**config.mk**
```make
export PLATFORM = sky130hd
export DESIGN_NAME = qn_sqrt
export DESIGN_NICKNAME = d
export VERILOG_FILES = /design/src/rtl/qn_pkg.sv /design/src/rtl/qn_sqrt.sv
export SDC_FILE = /design/constraint.sdc
export NUM_CORES = 2
export LEC_CHECK = 0
export BUFFER_PORTS_ARGS = -buffer_cell sky130_fd_sc_hd__buf_2
export CORE_MARGIN = 1
export CORE_UTILIZATION = 30
export CTS_CLUSTER_DIAMETER = 80
export DETAILED_ROUTE_END_ITERATION = 6
export PLACE_DENSITY = 0.51
export SLEW_MARGIN = 20
export SYNTH_ARGS = -nofsm -noshare
export SYNTH_HDL_FRONTEND = slang
export SYNTH_MEMORY_MAX_BITS = 65536
export SYNTH_SLANG_ARGS = --single-unit
```
**constraint.sdc**
```tcl
create_clock -name i_clk -period 9.61 [get_ports i_clk]
set_clock_uncertainty 0.15 [all_clocks]
set_input_delay 0.961 -clock i_clk [delete_from_list [all_inputs] [get_ports i_clk]]
set_output_delay 0.961 -clock i_clk [all_outputs]
set_load 0.01 [all_outputs]
```
**src/rtl/qn_pkg.sv**
```systemverilog
// Shared types and constants for the quaternion normalizer.
package qn_pkg;

    localparam int LANES    = 4;
    localparam int COMP_W   = 32;
    localparam int SQ_W     = 2 * COMP_W;
    localparam int SUM_W    = SQ_W + 1;
    localparam int ROOT_W   = 33;
    localparam int FRAC_SH  = 30;
    localparam int QUO_W    = FRAC_SH + 1;
    localparam int DIVD_W   = 64;
    localparam int NORM_W   = 34;
    localparam int SQRT_LAT = ROOT_W;
    localparam int DIV_LAT  = QUO_W;

    localparam logic [1:0] ORDER_L1 = 2'd1;
    localparam logic [1:0] ORDER_L2 = 2'd2;

    // Side data that travels beside the square root pipeline.
    typedef struct packed {
        logic [LANES-1:0][COMP_W-1:0] mag;
        logic [LANES-1:0]             neg;
        logic [1:0]                   order;
        logic [NORM_W-1:0]            l1;
    } t_sqrt_side;

    // Side data that travels beside the divider lanes.
    typedef struct packed {
        logic [LANES-1:0]  neg;
        logic [1:0]        order;
        logic [NORM_W-1:0] l1;
        logic [ROOT_W-1:0] root;
    } t_div_side;

endpackage

```
**src/rtl/qn_sqrt.sv**
```systemverilog
// Pipelined floor square root, one result bit per stage.
module qn_sqrt (
    input  logic                            i_clk,
    input  logic                            i_en,
    input  logic [qn_pkg::SUM_W-1:0]        i_sum,
    output logic [qn_pkg::ROOT_W-1:0]       o_root
);

    localparam int RW = qn_pkg::SUM_W + 1;

    logic [qn_pkg::SUM_W-1:0] r_rem [qn_pkg::ROOT_W];
    logic [RW-1:0]            r_res [qn_pkg::ROOT_W];

    genvar k;
    generate
        for (k = 0; k < qn_pkg::ROOT_W; k++) begin : g_stage
            localparam logic [RW-1:0] BIT = RW'(1) << (2 * (qn_pkg::ROOT_W - 1 - k));
            logic [qn_pkg::SUM_W-1:0] rem_in;
            logic [RW-1:0]            res_in;
            logic [RW-1:0]            trial;
            logic [qn_pkg::SUM_W-1:0] n_rem;
            logic [RW-1:0]            n_res;

            // The first stage starts from the sum, later stages from the previous one.
            if (k == 0) begin : g_head
                assign rem_in = i_sum;
                assign res_in = '0;
            end else begin : g_tail
                assign rem_in = r_rem[k-1];
                assign res_in = r_res[k-1];
            end

            // One restoring step: subtract the trial value when it fits.
            always_comb begin
                trial = res_in + BIT;
                if ({1'b0, rem_in} >= trial) begin
                    n_rem = rem_in - trial[qn_pkg::SUM_W-1:0];
                    n_res = (res_in >> 1) + BIT;
                end else begin
                    n_rem = rem_in;
                    n_res = res_in >> 1;
                end
            end

            always_ff @(posedge i_clk) begin
                if (i_en) begin
                    r_rem[k] <= n_rem;
                    r_res[k] <= n_res;
                end
            end
        end
    endgenerate

    assign o_root = r_res[qn_pkg::ROOT_W-1][qn_pkg::ROOT_W-1:0];

endmodule

```
==> summary.md <==
| Metric | Value |
|---|---|
| Status | `complete, no violations` |
| Worst-Skew Late Latency | `0.93 ns` |
| Setup slack, reg-to-reg | `3.86 ns` |
| Slew Viols, Final | `0` |
| Critical Path Max Stage Delay | `0.84 ns` |
| Routed vias/inst | `4.95` |
| Antenna viol nets, final | `0` |
| Mapped Cells | `9994` |
| CTS tree | `built` |
| Fin area | `0.144 mm^2` |
| Minimum clock period | `5.75 ns` |
| Layout cell share with drive strength beyond 1 | `7.73%` |
| Global-route wire length before repair | `508000 um` |
| Slowest cell on crit path | `nor4_1` |
| Ratio of total power to cell area | `245 mW/mm^2` |
| Most common cell on crit path | `nand4_1` |
| Type of origin of the critical path | `flop` |
| Io pins | `100` |
| Number of global-route vias before repair | `80800` |
| Setup TNS | `0 ns` |
| Cell count of the worst hold path | `1` |
| Leakage Power | `53.3 nW` |
| Worst EP arrival | `6.21 ns` |
| Post-synth design cell area | `0.126 mm^2` |
| Hold Crit Class | `in -> reg` |
| Average wire per standard cell | `21.1 um` |
| RSZ-0062 raised after global routing | `false` |
| Unique masters post-synth | `104` |
| R2r startpoint | `r_rem[0][1855]` |
| Max Fclk | `0.174 GHz` |
| Post-Syn Area per Cell | `12.6 um^2` |
| Max cap viols | `0` |
| Die Ht | `651 um` |
| Pin count of the biggest net entering global routing | `164` |
| Synth Register Bits | `2641` |
| Required time worst endpoint | `10.08 ns` |
| Top FF cell, synth | `edfxtp_1` |
| Nature of the critical path endpoint | `flop` |
| Peak VDD IR | `191 uV` |
| Most common cell after layout, fill and taps aside | `edfxtp_1` |
| Die area | `0.424 mm^2` |
| Commonest non-fill, non-tap cells in the layout | `2641 x edfxtp_1, 750 x inv_1, 693 x nor2_1, 685 x a21oi_1, 590 x ha_1` |
| Fin Hold WS | `0.0930 ns` |
| Routed WL | `340000 um` |
| Worst Path Buf+Inv | `1` |
| Worst Path Class, Setup | `reg -> reg` |
| Worst R2R Path Depth | `12` |
| Postcts setup bufs | `0` |
| Dpl cells | `15500` |
| Final non-filler cell total | `16100` |
| Asr flop ratio synth | `0%` |
| Grt ovf | `0` |
| NumNets Final | `11000` |
| # H-tree levels | `5` |
| Critical path peak fanout | `58` |
| Post-DP Area | `0.134 mm^2` |
| CP top delay family | `simple AND/OR/NAND/NOR gates` |
| Port-buffer cells | `99` |
| Initial Util | `30.1%` |
| Reg-to-Reg End | `r_rem[0][1942]` |
| Layout area overhead | `13.9%` |
| YS warnings | `0` |
| Worst-Margin Slew | `1.16 ns` |
| Dpl hpwl | `259000 um` |
| CTS sink cnt | `2641` |
| Root Driver | `clkbuf_16` |
| Core footprint | `0.420 mm^2` |
| Relative slew slack | `20.7%` |
| Clock buffer count from CTS | `298` |
| Hold Crit Start | `i_sum[20]` |
| Worst-path clk slew | `0.06 ns` |
| Hold Path End | `r_rem[0][20]` |
| TritonRoute pass-1 iters | `6` |
| Gpl congestion | `0.885` |
| Maximum clock path buffer count | `4` |
| Final setup viols | `0` |
| Fin util | `34.3%` |
| Crit-path cells | `ha_1 > nand3_1 > or4_1 > nor4_1 > nand4_1 > nor2_1 > and3b_1 > o21ai_4 > buf_4 > o311a_1 > nand4_1 > xnor2_1` |
| DR DRC count | `0` |
| Initial drt markers | `5791` |
| # rows | `238` |
| Total number of vias | `79600` |
| Initial antenna violation count | `8` |
| Number of synthesized flops with an enable pin | `2641` |
| Final hold violation count | `0` |
| Post-route clock period utilization | `59.8%` |
| Die width | `651 um` |
| Syn nets | `10700` |
| Total GRT Usage | `15.5%` |
| Sequential fraction of the synthesis area | `62.7%` |
[area by class of cell]
| type | count | area, um^2 |
|---|---|---|
| fill | 40800 | 276000 |
| sequential | 2641 | 79300 |
| multi-input combinational | 6406 | 43600 |
| clock buffer | 353 | 7790 |
| tap | 5520 | 6910 |
| inverter | 754 | 2830 |
| clock inverter | 181 | 1870 |
| timing repair buffer | 216 | 1700 |
| antenna | 5 | 12.5 |
[power by group]
part	switching [mW]	total, mW	internal, mW
clock	4.74	11.4	6.61
sequential	1.39	16.1	14.7
combinational	4.63	7.77	3.14
[what timing repair did]
action / in CTS / in global routing
hold buffers: 62 / 0
endpoints found under the hold margin: 62 / 0
gates resized for setup: 0 / 0
[worst max path at each step]
| stage | startpoint | to | slack (ns) | depth (start not counted) |
|---|---|---|---|---|
| after floorplan | r_rem[0][1778] | r_rem[0][1869] | 5.91 | 12 |
| after global placement | r_rem[0][1855] | r_rem[0][1942] | 3.45 | 12 |
| after detailed placement | r_rem[0][1855] | r_rem[0][1942] | 3.52 | 12 |
| after CTS | r_rem[0][1855] | r_rem[0][1937] | 3.47 | 12 |
| after global routing | r_rem[0][1855] | r_rem[0][1942] | 3.56 | 12 |
| final | r_rem[0][1855] | r_rem[0][1942] | 3.86 | 12 |
[metrics by stage]
step                      power [mW]  worst slack, ns
after floorplan                 21.1             5.91
after global placement          24.0             3.45
after detailed placement        24.0             3.52
after CTS                       35.6             3.47
after global routing            36.9             3.56
final                           35.2             3.86
[registers in the layout (all words and copies together) (netlist names)]
signal and flops:
r_rem 2080, r_res 561
[logic make-up after synthesis]
kind of cell | after synthesis | synth area share [%]
fa+ha+maj | 591 | 5.86
xor+xnor | 904 | 6.26
buf+inv | 947 | 2.88
simple gates | 2908 | 12.0
other cells | 1 | 0.00297
mux | 117 | 1.04
flops | 2641 | 62.7
compound gates | 1885 | 9.21
[worst register-to-register path, stage by stage (launching register included)]
cell and delay [ns]:
edfxtp_1 0.42, ha_1 0.51, nand3_1 0.24, or4_1 0.79
nor4_1 0.85, nand4_1 0.59, nor2_1 0.24, and3b_1 0.25
o21ai_4 0.07, buf_4 0.54, o311a_1 0.51, nand4_1 0.16
xnor2_1 0.16
[cells in the mapped netlist (29+ instances only)]
| cell | count | share of area (%) |
|---|---|---|
| inv_1 | 751 | 2.2 |
| o21bai_1 | 70 | 0.42 |
| nor2b_1 | 82 | 0.41 |
| or4_1 | 82 | 0.49 |
| a21oi_1 | 685 | 2.7 |
| nor4_1 | 342 | 1.7 |
| a21o_1 | 256 | 1.5 |
| o21ai_0 | 399 | 1.6 |
| and3_1 | 47 | 0.23 |
| mux2_2 | 99 | 0.88 |
| nor2_1 | 693 | 2.1 |
| a31oi_1 | 52 | 0.26 |
| xnor2_1 | 499 | 3.5 |
| or2_2 | 65 | 0.32 |
| clkbuf_1 | 139 | 0.41 |
| o31ai_1 | 43 | 0.26 |
| nor4b_1 | 53 | 0.37 |
| ha_1 | 590 | 5.8 |
| o21a_1 | 104 | 0.62 |
| a21boi_0 | 29 | 0.17 |
| nand2b_1 | 121 | 0.60 |
| nand4_1 | 165 | 0.82 |
| or3_1 | 102 | 0.50 |
| xor2_1 | 405 | 2.8 |
| nor3_1 | 267 | 1.1 |
| nand3_1 | 153 | 0.61 |
| a211oi_1 | 38 | 0.23 |
| edfxtp_1 | 2641 | 63 |
| buf_2 | 30 | 0.12 |
| nand2_1 | 560 | 1.7 |
[metal layers]
| metal | global-route usage (%) | part of all wire [%] | wire length, um | vias to the layer above |
|---|---|---|---|---|
| li1 | - | - | - | 38000 |
| met1 | 18.7 | 41 | 140000 | 39100 |
| met2 | 28.4 | 51 | 174000 | 1895 |
| met3 | 1.80 | 4.0 | 13500 | 569 |
| met4 | 5.52 | 3.6 | 12200 | 2 |
| met5 | 0 | 0.0021 | 7 | - |
Power figures use the tool's default switching activity.
